### config.mk
export PLATFORM = sky130hd
export DESIGN_NAME = rgb_to_hsv_converter
export DESIGN_NICKNAME = d
export VERILOG_FILES = /design/src/rtl/r2h_pkg.sv /design/src/rtl/r2h_front.sv /design/src/rtl/r2h_queue.sv /design/src/rtl/r2h_back.sv /design/src/rtl/rgb_to_hsv_converter.sv
export SDC_FILE = /design/constraint.sdc
export NUM_CORES = 1
export LEC_CHECK = 0
export BUFFER_PORTS_ARGS = -buffer_cell sky130_fd_sc_hd__buf_2
export CAP_MARGIN = 15
export CORE_MARGIN = 2
export CORE_UTILIZATION = 45
export DETAILED_ROUTE_END_ITERATION = 16
export GPL_ROUTABILITY_DRIVEN = 0
export SLEW_MARGIN = 20
export SYNTH_ARGS = -nofsm -noshare
export SYNTH_HDL_FRONTEND = slang
export SYNTH_SLANG_ARGS = --single-unit
### constraint.sdc
create_clock -name clk -period 11.83 [get_ports clk]
set_input_delay 1.183 -clock clk [delete_from_list [all_inputs] [get_ports clk]]
set_output_delay 1.183 -clock clk [all_outputs]
set_load 0.02 [all_outputs]
### src/rtl/r2h_pkg.sv
// shared constants, widths and types for the rgb to hsv converter
// no dependencies; used by every module of the block
`default_nettype none

package r2h_pkg;

  localparam int CHANNEL_BITS = 8;
  localparam int FULL         = (1 << CHANNEL_BITS) - 1;

  // hue quotient never exceeds 420, so nine quotient bits
  localparam int HUE_QBITS = 9;
  localparam int HUE_RANGE = 360;
  localparam int HUE_MUL   = 60;

  // sector offsets in units of delta (6 = 360 deg, 2 = 120 deg, 4 = 240 deg)
  localparam int SECTOR_RED   = 6;
  localparam int SECTOR_GREEN = 2;
  localparam int SECTOR_BLUE  = 4;

  localparam int TERM_W  = CHANNEL_BITS + 3;
  localparam int NUM_W   = CHANNEL_BITS + HUE_QBITS;
  localparam int SNUM_W  = 2 * CHANNEL_BITS;
  localparam int STAGES  = (HUE_QBITS > CHANNEL_BITS) ? HUE_QBITS : CHANNEL_BITS;

  localparam int QUEUE_DEPTH = 2;
  localparam int QPTR_W      = $clog2(QUEUE_DEPTH);
  localparam int QCNT_W      = $clog2(QUEUE_DEPTH + 1);

  typedef logic [CHANNEL_BITS-1:0] chan_t;

  typedef struct packed {
    logic [NUM_W-1:0]  hue_num;
    logic [SNUM_W-1:0] sat_num;
    chan_t             delta;
    chan_t             max;
  } item_t;

  typedef struct packed {
    logic empty;
    logic full;
  } qstat_t;

  typedef struct packed {
    logic [NUM_W-1:0]     hue_num;
    logic [SNUM_W-1:0]    sat_num;
    chan_t                delta;
    chan_t                max;
    chan_t                hrem;
    logic [HUE_QBITS-1:0] hq;
    chan_t                srem;
    chan_t                sq;
  } stage_t;

endpackage

`default_nettype wire

### src/rtl/r2h_front.sv
// front end: takes a pixel, finds max, min, delta and the hue sector
// and forms the hue and saturation dividends; depends on r2h_pkg
`default_nettype none

module r2h_front (
  input  wire logic           clk,
  input  wire logic           rst,
  input  wire logic           start,
  output logic                busy,
  input  wire r2h_pkg::chan_t red,
  input  wire r2h_pkg::chan_t green,
  input  wire r2h_pkg::chan_t blue,
  input  wire r2h_pkg::qstat_t qstat,
  output logic                push,
  output r2h_pkg::item_t      item
);

  localparam int TW = r2h_pkg::TERM_W;
  localparam int NW = r2h_pkg::NUM_W;
  localparam int SW = r2h_pkg::SNUM_W;

  logic           fvld;
  r2h_pkg::item_t fitem;
  r2h_pkg::item_t item_next;
  r2h_pkg::chan_t mx, mn, dl, p, n;
  logic [TW-1:0]  base, term;
  logic           accept;

  assign busy   = fvld && qstat.full;
  assign push   = fvld && !qstat.full;
  assign accept = start && !busy;
  assign item   = fitem;

  always_comb begin
    // ties: red over green, green over blue
    if (red >= green && red >= blue) begin
      mx   = red;
      base = TW'(r2h_pkg::SECTOR_RED);
      p    = green;
      n    = blue;
    end else if (green >= blue) begin
      mx   = green;
      base = TW'(r2h_pkg::SECTOR_GREEN);
      p    = blue;
      n    = red;
    end else begin
      mx   = blue;
      base = TW'(r2h_pkg::SECTOR_BLUE);
      p    = red;
      n    = green;
    end
    mn = red;
    if (green < mn) mn = green;
    if (blue < mn) mn = blue;
    dl   = mx - mn;
    term = base * TW'(dl) + TW'(p) - TW'(n);
    item_next.hue_num = NW'(term) * NW'(r2h_pkg::HUE_MUL);
    item_next.sat_num = SW'(r2h_pkg::FULL) * SW'(dl);
    item_next.delta   = dl;
    item_next.max     = mx;
  end

  always_ff @(posedge clk) begin
    if (rst) begin
      fvld <= 1'b0;
    end else if (accept) begin
      fvld <= 1'b1;
    end else if (push) begin
      fvld <= 1'b0;
    end
  end

  always_ff @(posedge clk) begin
    if (accept) begin
      fitem <= item_next;
    end
  end

endmodule

`default_nettype wire

### src/rtl/r2h_queue.sv
// short queue between the front end and the divider back end
// depends on r2h_pkg
`default_nettype none

module r2h_queue (
  input  wire logic           clk,
  input  wire logic           rst,
  input  wire logic           push,
  input  wire r2h_pkg::item_t wdata,
  input  wire logic           pop,
  output r2h_pkg::item_t      head,
  output r2h_pkg::qstat_t     qstat
);

  localparam int D  = r2h_pkg::QUEUE_DEPTH;
  localparam int PW = r2h_pkg::QPTR_W;
  localparam int CW = r2h_pkg::QCNT_W;

  r2h_pkg::item_t mem [D];
  logic [PW-1:0]  wr_ptr;
  logic [PW-1:0]  rd_ptr;
  logic [CW-1:0]  count;

  assign qstat.empty = (count == '0);
  assign qstat.full  = (count == CW'(D));
  assign head        = mem[rd_ptr];

  always_ff @(posedge clk) begin
    if (push) begin
      mem[wr_ptr] <= wdata;
    end
  end

  always_ff @(posedge clk) begin
    if (rst) begin
      wr_ptr <= '0;
      rd_ptr <= '0;
      count  <= '0;
    end else begin
      if (push) wr_ptr <= wr_ptr + PW'(1);
      if (pop) rd_ptr <= rd_ptr + PW'(1);
      count <= count + CW'(push) - CW'(pop);
    end
  end

  ap_no_overflow: assert property (@(posedge clk) disable iff (rst) push |-> !qstat.full)
    else $error("queue push while full");
  ap_no_underflow: assert property (@(posedge clk) disable iff (rst) pop |-> !qstat.empty)
    else $error("queue pop while empty");

endmodule

`default_nettype wire

### src/rtl/r2h_back.sv
// back end: pipelined restoring dividers for hue and saturation, one
// quotient bit per stage, then hue wrap and result register; depends on r2h_pkg
`default_nettype none

module r2h_back (
  input  wire logic            clk,
  input  wire logic            rst,
  input  wire r2h_pkg::item_t  head,
  input  wire r2h_pkg::qstat_t qstat,
  output logic                 pop,
  output logic                 done,
  output logic [8:0]           hue_degrees,
  output r2h_pkg::chan_t       saturation_scaled,
  output r2h_pkg::chan_t       value_scaled
);

  localparam int W  = r2h_pkg::CHANNEL_BITS;
  localparam int QB = r2h_pkg::HUE_QBITS;
  localparam int S  = r2h_pkg::STAGES;
  localparam int NW = r2h_pkg::NUM_W;
  localparam int SW = r2h_pkg::SNUM_W;

  r2h_pkg::stage_t st  [S+1];
  logic            vld [S+1];
  logic [QB-1:0]   hq_last;
  logic [QB-1:0]   hue_next;

  assign pop = !qstat.empty;

  always_ff @(posedge clk) begin
    if (rst) begin
      vld[0] <= 1'b0;
    end else begin
      vld[0] <= pop;
    end
  end

  always_ff @(posedge clk) begin
    st[0].hue_num <= head.hue_num;
    st[0].sat_num <= head.sat_num;
    st[0].delta   <= head.delta;
    st[0].max     <= head.max;
    st[0].hrem    <= head.hue_num[NW-1:QB];
    st[0].hq      <= '0;
    st[0].srem    <= head.sat_num[SW-1:W];
    st[0].sq      <= '0;
  end

  for (genvar s = 0; s < S; s++) begin : g_stage
    r2h_pkg::chan_t hrem_n;
    logic [QB-1:0]  hq_n;
    r2h_pkg::chan_t srem_n;
    r2h_pkg::chan_t sq_n;

    if (s < QB) begin : g_hue
      always_comb begin
        logic [W:0] sh;
        logic [W:0] diff;
        sh   = {st[s].hrem, st[s].hue_num[QB-1-s]};
        diff = sh - {1'b0, st[s].delta};
        hq_n = st[s].hq;
        if (sh >= {1'b0, st[s].delta}) begin
          hrem_n          = diff[W-1:0];
          hq_n[QB-1-s]    = 1'b1;
        end else begin
          hrem_n = sh[W-1:0];
        end
      end
    end else begin : g_hue_hold
      assign hrem_n = st[s].hrem;
      assign hq_n   = st[s].hq;
    end

    if (s < W) begin : g_sat
      always_comb begin
        logic [W:0] sh;
        logic [W:0] diff;
        sh   = {st[s].srem, st[s].sat_num[W-1-s]};
        diff = sh - {1'b0, st[s].max};
        sq_n = st[s].sq;
        if (sh >= {1'b0, st[s].max}) begin
          srem_n      = diff[W-1:0];
          sq_n[W-1-s] = 1'b1;
        end else begin
          srem_n = sh[W-1:0];
        end
      end
    end else begin : g_sat_hold
      assign srem_n = st[s].srem;
      assign sq_n   = st[s].sq;
    end

    always_ff @(posedge clk) begin
      if (rst) begin
        vld[s+1] <= 1'b0;
      end else begin
        vld[s+1] <= vld[s];
      end
    end

    always_ff @(posedge clk) begin
      st[s+1].hue_num <= st[s].hue_num;
      st[s+1].sat_num <= st[s].sat_num;
      st[s+1].delta   <= st[s].delta;
      st[s+1].max     <= st[s].max;
      st[s+1].hrem    <= hrem_n;
      st[s+1].hq      <= hq_n;
      st[s+1].srem    <= srem_n;
      st[s+1].sq      <= sq_n;
    end
  end

  // wrap into 0..359, gray pixels get hue 0
  assign hq_last = st[S].hq;
  always_comb begin
    if (st[S].delta == '0) begin
      hue_next = '0;
    end else if (hq_last >= QB'(r2h_pkg::HUE_RANGE)) begin
      hue_next = hq_last - QB'(r2h_pkg::HUE_RANGE);
    end else begin
      hue_next = hq_last;
    end
  end

  always_ff @(posedge clk) begin
    if (rst) begin
      done <= 1'b0;
    end else begin
      done <= vld[S];
    end
  end

  always_ff @(posedge clk) begin
    hue_degrees       <= hue_next;
    saturation_scaled <= (st[S].max == '0) ? '0 : st[S].sq;
    value_scaled      <= st[S].max;
  end

  ap_hue_range: assert property (@(posedge clk) disable iff (rst)
    done |-> hue_degrees < 9'(r2h_pkg::HUE_RANGE))
    else $error("hue out of range");
  ap_sat_black: assert property (@(posedge clk) disable iff (rst)
    done && value_scaled == '0 |-> saturation_scaled == '0)
    else $error("black pixel with nonzero saturation");
  ap_sat_le_full: assert property (@(posedge clk) disable iff (rst)
    done |-> saturation_scaled <= value_scaled || value_scaled != '0)
    else $error("saturation without value");
  ap_pipe_flow: assert property (@(posedge clk) disable iff (rst)
    vld[0] |-> $past(!qstat.empty))
    else $error("divider loaded without a queued beat");

endmodule

`default_nettype wire

### src/rtl/rgb_to_hsv_converter.sv
// top level of the rgb to hsv converter: front end, queue, divider back end
// depends on r2h_pkg, r2h_front, r2h_queue, r2h_back
//
//   channel | ports                                          | handshake
//   pixel   | red, green, blue                               | start && !busy
//   result  | hue_degrees, saturation_scaled, value_scaled   | done, one cycle
//
// one pixel accepted per clock while busy is low; a result passes through these registers in order
// (front register, queue, divider input register, one divider stage per quotient bit, result register)
// the rate is set by the front register handing one beat a cycle to the queue
// rst is synchronous and clears the valid flags, done, and the queue pointers and count only
// the receiver cannot stall; busy rises only if the queue were to fill
`default_nettype none

module rgb_to_hsv_converter (
  input  wire logic           clk,
  input  wire logic           rst,
  input  wire logic           start,
  output logic                busy,
  input  wire r2h_pkg::chan_t red,
  input  wire r2h_pkg::chan_t green,
  input  wire r2h_pkg::chan_t blue,
  output logic                done,
  output logic [8:0]          hue_degrees,
  output r2h_pkg::chan_t      saturation_scaled,
  output r2h_pkg::chan_t      value_scaled
);

  r2h_pkg::qstat_t qstat;
  r2h_pkg::item_t  item;
  r2h_pkg::item_t  head;
  logic            push;
  logic            pop;

  r2h_front u_front (
    .clk   (clk),
    .rst   (rst),
    .start (start),
    .busy  (busy),
    .red   (red),
    .green (green),
    .blue  (blue),
    .qstat (qstat),
    .push  (push),
    .item  (item)
  );

  r2h_queue u_queue (
    .clk   (clk),
    .rst   (rst),
    .push  (push),
    .wdata (item),
    .pop   (pop),
    .head  (head),
    .qstat (qstat)
  );

  r2h_back u_back (
    .clk               (clk),
    .rst               (rst),
    .head              (head),
    .qstat             (qstat),
    .pop               (pop),
    .done              (done),
    .hue_degrees       (hue_degrees),
    .saturation_scaled (saturation_scaled),
    .value_scaled      (value_scaled)
  );

endmodule

`default_nettype wire

# Word level (Yosys, flattened, before mapping)
# Memories as Yosys holds them, arrays and structs flattened. A register that Yosys moved wholly into a read port is not among the register bits.
# Index checks and enable logic that the tools add are counted.
[op_classes]
n_eq_ne = 1
add_sub_neg = 25
bitwise = 10
n_lt_le_gt_ge = 23
n_mul = 3
n_mux = 64
n_reduce_logical = 11
[op_table]
columns = ["op", "count"]
rows = [
  ["$mux 8", 25],
  ["$ge 9x8->1", 17],
  ["$sub 8x8->8", 18],
  ["$mux 1", 36],
  ["$ge 8x8->1", 3],
  ["$logic_not 8->1", 2],
  ["$lt 8x8->1", 2],
  ["$mul 8x8->16 const A", 1],
  ["$mul 11x4->15 const B", 1],
  ["$add 11x8->11", 1],
  ["$mul 11x8->11", 1],
  ["$mux 11", 1],
  ["$sub 11x8->11", 1],
  ["$or 1x1->1", 10],
  ["$ge 9x9->1 const B", 1],
  ["$mux 9", 1],
  ["$sub 9x9->9 const B", 1],
  ["$logic_and 1x1->1", 4],
  ["$logic_not 1->1", 3],
  ["$mux 3", 1],
  ["$add 1x1->1 const B", 2],
  ["$add 2x1->2", 1],
  ["$eq 2x2->1 const B", 1],
  ["$logic_not 2->1", 1],
  ["2 further kinds", 2],
]
[totals]
ramBits = 924
reg_bits = 77
output_inout_bits = 27
wordCells = 151
in_bits = 27
n_memories = 3
[mem_list]
columns = ["memory", "depth", "word_bits", "read_ports", "rd_clocked_by_memory_dff", "write_ports", "line_no", "rtl"]
rows = [
  ["u_back.st", 10, 82, 10, 0, 10, "r2h_back.sv:23", "r2h_pkg::stage_t st [S+1];"],
  ["u_queue.mem", 2, 47, 1, 1, 1, "r2h_queue.sv:19", "r2h_pkg::item_t mem [D];"],
  ["u_back.vld", 10, 1, 10, 1, 10, "r2h_back.sv:24", "logic vld [S+1];"],
]

# Longest topological paths before layout
# Gate-level depths: netlist (run 1).
[depth]
ltp_word = 9
depth_mapped = 52
ltp_nobuf = 50

# By module
# Synthesis (run 1) repeated with hierarchy kept, for this count alone.
[hier_totals]
cells_unflattened = 2464
hier_area_um2 = 28099.4
[by_module_without_submodules]
columns = ["module", "area_per_inst_um2", "seq_area_each_um2", "instances", "cells_per_inst"]
rows = [
  ["r2h_back", 17654.4, 10049.6, 1, 1594],
  ["r2h_front", 6647.6, 1401.3, 1, 697],
  ["r2h_queue", 3797.4, 3042.9, 1, 173],
]

# Worst setup path before layout (run 1)
# OpenSTA, ideal clock, no wires.
[synth_timing]
kind = "in2reg"
from = "input green[5]"
to = "register u_front.fitem, in the netlist u_front.item[46] (data pin)"
path_slack_ps = 920
t_required_ps = 11572
arrival_ps = 10652
setup_time_ps = 258
n_path_buf = 2
stages = 46
cell_sequence = "inv_1 ha_1 a211oi_1 o21bai_1 o21ai_2 and2_4 clkbuf_1 a21oi_1 ha_1 or4_1 a2111oi_4 nor2_2 buf_2 mux2_2 ha_1 nor2b_1 o21ai_0 nand2b_1 (+10 left out) ha_1 inv_1 fa_1 inv_1 ha_1 a21oi_1 a21oi_1 xor2_1 inv_1 fa_1 fa_1 inv_1 ha_1 nand3_1 nand2_1 a41oi_1 nor2b_1 xnor2_1"
[synth_rtl]
columns = ["element", "line_no", "rtl"]
rows = [
  ["start, declared", "rgb_to_hsv_converter.sv:21", "input wire r2h_pkg::chan_t green,"],
  ["end signal, assigned", "r2h_front.sv:75", "fitem <= item_next;"],
  ["end, declared", "r2h_front.sv:23", "r2h_pkg::item_t fitem;"],
]

==> impl_metrics.csv, run 1 <==
group,metric,value,unit
global_routing,antenna_found_initial,0,
placed_design,port-buffer-count,53,
synth,avgSynthCellArea,11.6,um2
global_routing,grt_use_met2,27.1,%
floorplanning,start_util,45.6,%
sta,post-route-period-util,92.4,%
synth,ys_async_sr_fraction,0,%
final_layout,drive_gt1_share,12.7,%
synth,syn_area,27000,um2
outcome,status,"finished clean",
global_routing,met3_usage,2.53,%
synth,synth_top_area_share,35.8,%
global_routing,grt_pass1_wl,75.2,mm
floorplanning,rows,89,
placed_design,detailedPlace.worstSlack,329,ps
cts,clock-root-buffer,"clkbuf_16",
worst_setup_path,path_common_cell,"ha_1",
worst_setup_path,crit_buf_inv,6,
worst_setup_path,cp-startpoint,"green[7]",
global_routing,use_met1,15.8,%
global_routing,first_global_vias,16622,
sta,fin_tns_setup,0,ps
hold_path,hp-class,"reg2reg",
sta,setup_viol,0,
worst_setup_path,critPathMaxFanout,13,
synth,yosysWarnings,0,
worst_setup_path,worst-endpoint-required,12160,ps
sta,tightest_slew,711,ps
worst_setup_path,max_stage_delay,550,ps
sta,relSlewSlack,52.1,%
placed_design,hpwl,32.2,mm
worst_setup_path,worstPathArrival,11260,ps
route,vias,15701,
cts,h-tree-depth,3,
route,firstDrtPassIters,4,
synth,synthesis.nets,2692,
synth,seq_area_frac_synth,51.2,%
cts,clkSinkCount,621,
synth,synth_seq_cells,621,
synth,synth_edf_count,138,
route,viasPerCell,4.81,
synth,yosysUniqueCellTypes,56,
route,routed_wl,43.1,mm
cts,numCtsBuffers,66,
sta,clock.fmax,91.5,MHz
final_layout,num-fill-cells,5165,
final_layout,fin_util,51.2,%
synth,synth_top_area_cell,"dfxtp_1",
final_layout,antennaDiodeCount,0,
sta,finalHoldViolations,0,
floorplanning,die_y,249,um
worst_setup_path,cpMaxStageDelayCell,"fa_1",
sta,drv_slew,0,
floorplanning,ioPinCount,54,
worst_setup_path,cp-start-kind,"primary input",
cts,clk_latency,580,ps
flow_run,maxCapViolations,0,
hold_path,min_path_cells,0,
final_layout,areaGrowthSynthToFinish,12.2,%
synth,yosysMostFrequentCell,"dfxtp_1",
cts,cts.path.max_buffers,3,
global_routing,grt.total_usage,14.4,%
final_layout,fin_cells,3262,
final_layout,fin_nets,2802,
worst_setup_path,cp.depth,46,
placed_design,dp_cells,3143,
sta,skew,19.4,ps
hold_path,min-delay-start,"u_back.st[0][151]$_DFF_P_",
worst_setup_path,timing.rr.start,"u_back.st[3][124]$_DFF_P_",
cts,cts_tree,"yes",
sta,min_period,10930,ps
route,drt-initial-drc-count,511,
route,drc_errors,0,
synth,synth_common_cells,"dfxtp_1 (483), inv_1 (316), ha_1 (273)",
cts,cts_resized,0,
floorplanning,core_area,59100,um2
floorplanning,die_w,249,um
cts,hold_buffers,0,
cts,cts_setup_buffers,0,
worst_setup_path,ff2ff_path_depth,10,
route,drtAntennaViolNets,0,
worst_setup_path,critPathCaptureType,"flip-flop",
global_routing,grt_remaining_overflow,0,
sta,rsz0062_at_grt,"no",
synth,ys.flop_type,"dfxtp_1",
sta,final.setup.worst_slack,897,ps
synth,synth_area_leaders,"dfxtp_1 (36%), edfxtp_1 (15%), ha_1 (13%)",
worst_setup_path,crit_type,"in2reg",
global_routing,grt_max_degree,52,
floorplanning,die_area,61900,um2
synth,synth_cells,2328,
cts,path_clk_slew,60,ps
worst_setup_path,crit_family,"adder cells",
global_routing,grt_most_used_layer,"met2",
route,routedWlPerCell,13.2,um
[worst paths after layout]
path,end,slack (ps)
setup / recovery,u_front.item[47]$_DFFE_PP_,900
hold / removal,u_back.st[1][69]$_DFF_P_,310
setup reg to reg,u_back.st[4][27]$_DFF_P_,9060
hold reg to reg,u_back.st[1][69]$_DFF_P_,310
[per-layer routing]
layer	up-vias	routed length (um)
met1	7337	18100
met4	0	1550
li1	8092	-
met3	89	1410
met2	183	22000
met5	-	0
[placed cells by master (no fill, tap or decap), drive strengths merged, types with 31 or more instances in the layout]
cell type / instances
a21o: 42
o21ai: 95
nand4: 31
mux2: 126
xor2: 35
nor2b: 60
o21a: 41
nand2: 59
edfxtp: 138
clkbuf: 92
a21boi: 31
buf: 60
ha: 273
xnor2: 77
fa: 64
dfxtp: 483
inv: 322
nor2: 157
mux2i: 42
a21oi: 98
[cell type report]
cell class	instances	area, um2	area share (%)
inverters	316	1190	3.92
multi-input cells	1373	11900	39.4
clock buffers	92	1850	6.11
well taps	773	967	3.20
clock inverters	27	193	0.637
flip-flops and latches	621	13800	45.6
repair buffers	60	318	1.05
[cells by family (layout without fill, tap and decap cells)]
logic type,count (synthesis),in the layout,synth area share (%)
XOR/XNOR,112,112,3.64
flip-flops,621,621,51.2
adder cells (fa/ha/maj),338,338,17.4
buffers and inverters,334,495,4.66
AO/OA/AOI/OAI,342,342,8.62
AND/OR/NAND/NOR,413,413,7.55
multiplexers,168,168,6.88
[state kept, by name (all words and copies together) (netlist names), named ones only]
| signal | cells |
|---|---|
| u_back.value_scaled | 8 |
| u_queue.count | 2 |
| u_back.done | 1 |
| u_queue.mem | 92 |
| u_back.vld | 10 |
| u_queue.rd_ptr | 1 |
| u_front.item | 46 |
| u_front.fvld | 1 |
| u_queue.wr_ptr | 1 |
| u_back.saturation_scaled | 8 |
| u_back.hue_degrees | 9 |
| u_back.st | 441 |
[worst register-to-register path: cells and delay by family, from the launching register on]
kind,cells,cell delay [ps]
flops,1,370
buf+inv,1,60
simple gates,1,130
compound gates,6,1400
mux,1,420
fa+ha+maj,1,280
[stage by stage]
stage	hold slack, ps	cell area [um2]
2_1_floorplan	310	27000
3_3_place_gp	310	28200
3_5_place_dp	312	28200
4_1_cts	302	30300
5_1_grt	314	30300
6_report	307	30300
Power of run 1 is not shown: default switching activity piles up to over one toggle a cycle in this logic, so the estimate is an artifact.
==> run 2: changes to the inputs <==
--- a/config.mk
+++ b/config.mk
@@ -11,6 +11,7 @@
 export CORE_UTILIZATION = 45
 export DETAILED_ROUTE_END_ITERATION = 16
 export GPL_ROUTABILITY_DRIVEN = 0
+export REMOVE_ABC_BUFFERS = 1
 export SLEW_MARGIN = 20
 export SYNTH_ARGS = -nofsm -noshare
 export SYNTH_HDL_FRONTEND = slang
==> impl_metrics.csv, run 2 (synthesized netlist as in run 1, its figures left out) <==
group,metric,value,unit
outcome,status,"finished with violations",
outcome,violations,"design-rule violations",
cts,path_clk_slew,60,ps
route,vias,15816,
final_layout,multi_input_area,11900,um2
global_routing,grt_remaining_overflow,0,
worst_setup_path,cpMaxStageDelayCell,"fa_1",
final_layout,num-fill-cells,5085,
route,drc_errors,1,
final_layout,top_register,"u_back.st",
worst_setup_path,critPathCaptureType,"flip-flop",
floorplanning,die_w,249,um
worst_setup_path,max_stage_delay,550,ps
final_layout,antennaDiodeCount,0,
cts,clkSinkCount,621,
flow_run,maxCapViolations,0,
floorplanning,rows,89,
cts,cts_setup_buffers,0,
floorplanning,start_util,45.6,%
worst_setup_path,worst-endpoint-required,12150,ps
worst_setup_path,cp-start-kind,"primary input",
floorplanning,die_area,61900,um2
sta,fin_tns_setup,0,ps
cts,h-tree-depth,3,
sta,drv_slew,0,
sta,post-route-period-util,92.8,%
route,routed_wl,43.0,mm
global_routing,grt_max_degree,47,
placed_design,port-buffer-count,53,
floorplanning,die_y,249,um
cts,clock-root-buffer,"clkbuf_16",
cts,cts_tree,"yes",
sta,setup_viol,0,
worst_setup_path,critPathMaxFanout,13,
sta,min_period,10980,ps
global_routing,met3_usage,2.80,%
cts,numCtsBuffers,66,
sta,finalHoldViolations,0,
route,drt-initial-drc-count,483,
worst_setup_path,crit_type,"in2reg",
placed_design,dp_cells,3143,
worst_setup_path,cp-startpoint,"green[7]",
route,drtAntennaViolNets,0,
hold_path,hp-class,"reg2reg",
worst_setup_path,timing.rr.start,"u_back.st[3][124]$_DFF_P_",
floorplanning,core_area,59100,um2
global_routing,grt_pass1_wl,74.8,mm
final_layout,fin_cells,3262,
sta,tightest_slew,1010,ps
global_routing,antenna_found_initial,0,
final_layout,largest_reg_flops,441,
worst_setup_path,crit_buf_inv,9,
cts,hold_buffers,0,
route,routedWlPerCell,13.2,um
route,firstDrtPassIters,11,
global_routing,grt_most_used_layer,"met2",
global_routing,first_global_vias,16584,
cts,cts_resized,0,
final_layout,seqCellArea,13800,um2
final_layout,fin_nets,2802,
sta,whs,311,ps
final_layout,final_cell_mix,"dfxtp_1 (482), inv_1 (316), ha_1 (273)",
final_layout,areaGrowthSynthToFinish,13.0,%
sta,clock.fmax,91.1,MHz
global_routing,grt.total_usage,14.3,%
global_routing,use_met1,15.9,%
floorplanning,ioPinCount,54,
placed_design,hpwl,32.3,mm
final_layout,final_common_cell,"dfxtp_1",
route,viasPerCell,4.85,
global_routing,grt_use_met2,26.6,%
cts,cts.path.max_buffers,3,
worst_setup_path,worstPathArrival,11300,ps
sta,skew,18.1,ps
worst_setup_path,crit_family,"adder cells",
final_layout,drive_gt1_share,13.1,%
sta,rsz0062_at_grt,"no",
cts,clk_latency,590,ps
hold_path,min-delay-start,"u_back.st[0][67]$_DFF_P_",
sta,relSlewSlack,32.6,%
run 2: cell count changes in the layout (fill, tap and decap cells not counted):
cell / before / now
bufinv_16: 1 / 8
clkbuf_1: 17 / 12
clkbuf_8: 8 / 10
clkinv_1: 8 / 1
clkinv_2: 10 / 13
clkinv_8: 2 / 4
clkinvlp_4: 0 / 2
inv_4: 1 / 0
inv_6: 5 / 2
run 2: layout make-up:
cell class | instances | share of cell area (%)
inverter | 316 | 3.89
clock inverter | 30 | 1.33
tap | 773 | 3.17
clock buffer | 89 | 6.10
multi-input combinational | 1373 | 39.2
timing repair buffer | 60 | 1.04
sequential | 621 | 45.3
run 2: per-stage QoR:
stage	utilization, %	worst slack, ps	cell area, um2
2_1_floorplan	-	853	26900
3_3_place_gp	47.7	673	28200
3_5_place_dp	47.7	342	28200
4_1_cts	51.6	940	30500
5_1_grt	51.6	15.8	30500
6_report	51.6	849	30500
run 2: layer usage:
| layer | routed length (um) | up-vias |
|---|---|---|
| li1 | - | 8073 |
| met1 | 18100 | 7444 |
| met2 | 21900 | 203 |
| met3 | 1410 | 96 |
| met4 | 1500 | 0 |
| met5 | 0 | - |
run 2: path summary, 6_finish.rpt:
kind / endpoint / slack [ps] / depth (start not counted)
max: u_front.item[47]$_DFFE_PP_ / 850 / 48
min: u_back.st[0][149]$_DFF_P_ / 310 / 0
max reg2reg: u_back.st[4][28]$_DFF_P_ / 9020 / 10
min reg2reg: u_back.st[0][149]$_DFF_P_ / 310 / 0
run 2: worst reg2reg max path, stage by stage (launching register included):
cell	delay, ps
dfxtp_1	370
inv_1	60
ha_1	290
nor2b_1	130
o21ai_0	210
a21boi_0	170
o21a_1	210
o21ai_1	180
a21oi_1	120
a211oi_2	560
mux2_2	410
Power of run 2 is left out for the same reason.
